[config.mk]
export PLATFORM = sky130hd
export DESIGN_NAME = rrts_ctrl
export DESIGN_NICKNAME = d
export VERILOG_FILES = /design/src/rtl/rrts_pkg.sv /design/src/rtl/rrts_ctrl.sv
export SDC_FILE = /design/constraint.sdc
export NUM_CORES = 1
export LEC_CHECK = 0
export BUFFER_PORTS_ARGS = -buffer_cell sky130_fd_sc_hd__clkbuf_2
export CORE_AREA = 2 2 39 41
export DETAILED_ROUTE_END_ITERATION = 10
export DIE_AREA = 0 0 41 43
export GPL_TIMING_DRIVEN = 1
export PLACE_DENSITY = 0.34
export SKIP_CTS_REPAIR_TIMING = 1
export SYNTH_ARGS = -nofsm -noshare
export SYNTH_HDL_FRONTEND = slang
export SYNTH_SLANG_ARGS = --single-unit
[constraint.sdc]
create_clock -name clk -period 1.7 [get_ports clk]
set_input_delay 0.17 -clock clk [delete_from_list [all_inputs] [get_ports clk]]
set_output_delay 0.17 -clock clk [all_outputs]
set_load 0.02 [all_outputs]
[src/rtl/rrts_pkg.sv]
`timescale 1ns / 1ps
// ----------------------------------------------------------------------------
// rrts_pkg: shared types and constants of the round-robin thread scheduler
// Slot table geometry, operation and register codes, channel payloads,
// controller state encoding and controller/datapath command bundles.
// ----------------------------------------------------------------------------
package rrts_pkg;

	localparam int SLOTS   = 16;
	localparam int SLOT_W  = $clog2(SLOTS);
	localparam int COUNT_W = $clog2(SLOTS + 1);
	localparam int DATA_W  = 64;
	localparam int CFG_IDX_W = 1;

	// operation codes
	localparam logic [1:0] OP_ADD_KERNEL = 2'd0;
	localparam logic [1:0] OP_ADD_USER   = 2'd1;
	localparam logic [1:0] OP_TICK       = 2'd2;
	localparam logic [1:0] OP_EXIT       = 2'd3;

	// configuration register indexes
	localparam logic [CFG_IDX_W-1:0] CFG_SCHED_ENABLE = 1'b0;
	localparam logic [CFG_IDX_W-1:0] CFG_KERNEL_SPACE = 1'b1;

	typedef struct packed {
		logic [1:0]        op;
		logic [DATA_W-1:0] context_ptr;
		logic [DATA_W-1:0] addr_space;
		logic [DATA_W-1:0] stack_top_in;
		logic [DATA_W-1:0] owner_handle;
	} req_item_t;

	typedef struct packed {
		logic [SLOT_W-1:0]  new_slot;
		logic               add_ok;
		logic [DATA_W-1:0]  resume_context;
		logic               switched;
		logic [DATA_W-1:0]  space_out;
		logic               arm_stack;
		logic [DATA_W-1:0]  stack_top_out;
		logic [SLOT_W-1:0]  current_slot;
		logic [DATA_W-1:0]  current_owner;
		logic [COUNT_W-1:0] live_count;
		logic [DATA_W-1:0]  switch_total;
	} rsp_item_t;

	typedef enum logic [1:0] {
		ST_IDLE,
		ST_EXEC,
		ST_LOOKUP,
		ST_DONE
	} state_t;

	// controller to datapath
	typedef struct packed {
		logic capture;
		logic execute;
		logic lookup;
	} ctrl_t;

	// datapath to controller
	typedef struct packed {
		logic will_switch;
	} status_t;

endpackage

[src/rtl/rrts_ctrl.sv]
`timescale 1ns / 1ps
// ----------------------------------------------------------------------------
// rrts_ctrl: scheduler sequencer
// Steps one operation through capture, execute, switch lookup and result hold.
// ----------------------------------------------------------------------------
module rrts_ctrl (
	input  logic               clk,
	input  logic               arst_n,
	input  logic               req_valid,
	output logic               req_ready,
	output logic               rsp_valid,
	input  logic               rsp_ready,
	input  rrts_pkg::status_t  status,
	output rrts_pkg::ctrl_t    ctrl
);

	rrts_pkg::state_t state_q;
	rrts_pkg::state_t state_next;

	always_ff @(posedge clk or negedge arst_n) begin
		if (!arst_n) begin
			state_q <= rrts_pkg::ST_IDLE;
		end else begin
			state_q <= state_next;
		end
	end

	always_comb begin
		state_next = state_q;
		case (state_q)
			rrts_pkg::ST_IDLE: begin
				if (req_valid) begin
					state_next = rrts_pkg::ST_EXEC;
				end
			end
			rrts_pkg::ST_EXEC: begin
				// only a switch needs the incoming slot's table entries
				if (status.will_switch) begin
					state_next = rrts_pkg::ST_LOOKUP;
				end else begin
					state_next = rrts_pkg::ST_DONE;
				end
			end
			rrts_pkg::ST_LOOKUP: begin
				state_next = rrts_pkg::ST_DONE;
			end
			rrts_pkg::ST_DONE: begin
				if (rsp_ready) begin
					state_next = rrts_pkg::ST_IDLE;
				end
			end
			default: begin
				state_next = rrts_pkg::ST_IDLE;
			end
		endcase
	end

	always_comb begin
		req_ready    = 1'b0;
		rsp_valid    = 1'b0;
		ctrl.capture = 1'b0;
		ctrl.execute = 1'b0;
		ctrl.lookup  = 1'b0;
		case (state_q)
			rrts_pkg::ST_IDLE: begin
				req_ready    = 1'b1;
				ctrl.capture = req_valid;
			end
			rrts_pkg::ST_EXEC: begin
				ctrl.execute = 1'b1;
			end
			rrts_pkg::ST_LOOKUP: begin
				ctrl.lookup = 1'b1;
			end
			rrts_pkg::ST_DONE: begin
				rsp_valid = 1'b1;
			end
			default: begin
				req_ready = 1'b0;
			end
		endcase
	end

endmodule

# Yosys cells after proc, flatten, opt, wreduce, memory -nomap -nowiden
# Cells that the tools add are included.
# totals
elab_cells	17
output_inout_bits	5
input_bits	5
regBits	2
# classes
n_mux	9
reduce_logical	2
n_eq_ne	5
# ops
cell	count
one-hot mux 2 bit (4 select lines)	1
two-way mux 1 bit	6
equality test 2 bit (second input constant)	2
two-way mux 2 bit	2
inequality test 2 bit (second input constant)	2
equality test 2 x 1 -> 1 bit (second input constant)	1
logical NOT 2 bit	1
AND reduction 2 bit	1

# Logic depth before layout (Yosys ltp)
# logic_depth
ltp_word	3
mapped_depth	5

# Least setup slack after synthesis
# Ideal clock, no wire load.
# synth_timing
path_type	reg-to-reg
start	register state_q[0]
end	register state_q[1]
path_slack_ns	0.283
arrival_time_ns	1.292
path_stages_with_launch	5
synth_period_minus_slack_ns	1.417
t_required_ns	1.575
setup_time_ns	0.125
cell_sequence	dfrtp_1 -> ha_1 -> nor2b_4 -> a21o_1 -> mux2_4
# synth_via
elab_chain_len	3
# synth_lines
element	line	rtl
start, declared	rrts_ctrl.sv:17	rrts_pkg::state_t state_q;
start signal, assigned	rrts_ctrl.sv:22	state_q <= rrts_pkg::ST_IDLE;
start signal, assigned	rrts_ctrl.sv:24	state_q <= state_next;
equality test 2 bit or logical NOT 2 bit (tied branches)	rrts_ctrl.sv:30	case (state_q)
inequality test 2 bit (no source line)	--	
AND reduction 2 bit (no source line)	--	
# Several ways; a longest one is shown, not always the timed one.
# A chain may end at the register's enable or synchronous reset.

==> metrics.yaml <==
drv_slew: 0
worst-r2r-setup-slack_ns: 0.33
reg_top3: "state_q: 2 flops"
crit_type: "reg2out"
cts_tree: "done"
synthAdderAreaFrac: 0.280
area_growth_pct: 54.5
finalSetupTns_ns: 0
syn_inst: 17
io_buffer_count: 9
ys_types: 10
reg2reg_to: "state_q[1]"
io_pins: 10
synth_fp_nets: 26
n_fill_cell: 157
die_y_um: 43
netlist_area_um2: 179
drt_pre_antenna_iters: 1
cts_root_buf: "clkbuf_4"
grt_pass1_wl_um: 731
wirelength_um: 400
setup_violations: 0
core_um2: 1380
clkTransAtPathRegs_ns: 0.03
viasPerCell: 3.37
crit_path_start_kind: "flop"
drc: 0
postRouteAntennaNets: 0
synth_xor_area_frac: 0
crit_arrival_ns: 1.27
fin_crit_sh: 0.849
largest_reg_flops: 2
status: "finished clean"
drive_gt1_frac: 0.467
grt_usage: 0.0652
critical-path-max-stage-delay_ns: 0.42
synth_compound_area_frac: 0.126
overflow: 0
drt_iter0_markers: 0
tightest_slew_ns: 0.196
ff_latch_area_um2: 50.0
cts_max_path_buffers: 2
syn-mean-instance-area_um2: 10.5
reg2regPathDepth: 4
required_ns: 1.53
drv_cap: 0
p_leak_nw: 0.160
crit_slowest_cell: "dfrtp_1"
numClockSinks: 2
die-area_um2: 1760
place_congestion: 0.661
clock.fmax_mhz: 693
min_period_ns: 1.44
hp-class: "in2async"
ys_seq_area_frac: 0.280
synth.area.top_cells: "dfrtp_1 28%, ha_1 28%, mux2_4 8.4%"
row_count: 14
clk_latency_ns: 0.23
peakVddDrop_mv: 0.542
synth-simple-area-share: 0.168
wl_per_cell_um: 8.70
rsz0062_at_grt: "false"
synth_top_family_by_area: "adder cells"
cp_cell_sequence: "inv_1, ha_1, and2_1, clkbuf_2"
synth_top_area_share: 0.280
synthMuxAreaShare: 0.0839
cp_max_fo: 5
end_kind: "output pin"
grt_antenna_before_repair: 0
layout_common_cells: "9 x clkbuf_2, 4 x ha_1, 3 x inv_1, 3 x clkbuf_4"
cts-htree-levels: 1
vias: 155
grt_pass1_vias: 195
p_total_uw: 545
layout_commonest_cell: "clkbuf_2"
grt_max_degree: 6
diodes: 0
final_nets: 41
die_w_um: 41
fin_worst_skew_ns: 0.00246
power.density_nw_per_um2: 1970
top_register: "state_q"
synth_top_cell_by_area: "dfrtp_1"
ys_warn_count: 0
start_util: 0.129
cts_buffers: 3
finalHoldViolCount: 0
multiInputGateArea_um2: 118
timing.rr.start: "state_q[0]"
synth_seq_cells: 2
max-slew-margin-rel: 0.868
per-layer routing:
layer | wire length [µm] | vias to the layer above | global-route usage
met1 | 200 | 63 | 0.0769
met2 | 161 | 10 | 0.0781
met4 | 0 | 0 | 0.0800
met5 | 0 | - | 0
li1 | - | 82 | -
met3 | 38 | 0 | 0.0209
through the flow:
step / util / hold WS (ns) / worst slack (ns) / cell area [µm²] / cells
3_5_place_dp: 0.176 / -0.0419 / 0.339 / 244 / 42
6_report: 0.200 / 0.268 / 0.257 / 277 / 46
5_1_grt: 0.200 / 0.278 / 0.157 / 277 / 46
3_3_place_gp: 0.176 / -0.0456 / 0.330 / 244 / 42
4_1_cts: 0.193 / -0.292 / 0.233 / 267 / 45
2_1_floorplan: - / -0.126 / 0.283 / 179 / 17
synthesized netlist by cell type:
cell type / instances
nor2b_1: 1
nor2b_4: 1
nor2_1: 1
dfrtp_1: 2
o31ai_1: 2
inv_1: 3
ha_1: 4
mux2_4: 1
a21o_1: 1
and2_1: 1
critical path, delay by kind of cell, from the launching register on:
family                     cells  cell delay, ns
adders and majority gates      1            0.23
buffers and inverters          2            0.26
DFF                            1            0.42
and+or+nand+nor                1            0.14
area by class of cell:
type,count,area share
inverter,3,0.0407
sequential,2,0.181
tap,16,0.0724
multi-input combinational,12,0.425
timing repair buffer,10,0.199
clock buffer,3,0.0814
logic make-up after synthesis:
kind of cell	after synthesis
compound gates	3
fa+ha+maj	4
buf+inv	3
flops	2
mux	1
simple gates	4
where the power goes:
group | internal, mW | total, mW | switching, mW | leakage, nW
clock network | 0.0781 | 0.107 | 0.0290 | 0.0138
registers | 0.0751 | 0.110 | 0.0350 | 0.0237
logic | 0.152 | 0.328 | 0.176 | 0.123
total | 0.305 | 0.545 | 0.240 | 0.160
worst max path at each step:
stage / start / endpoint / slack [ns] / cells past startpoint
global placement: state_q[0] / state_q[1] / 0.33 / 4
finish: state_q[0] / ctrl[2] / 0.26 / 4
CTS: state_q[1] / ctrl[2] / 0.23 / 4
global route: state_q[1] / ctrl[2] / 0.16 / 4
detailed placement: state_q[0] / state_q[1] / 0.34 / 4
floorplan: state_q[0] / state_q[1] / 0.28 / 4
Power figures use the tool's default switching activity.
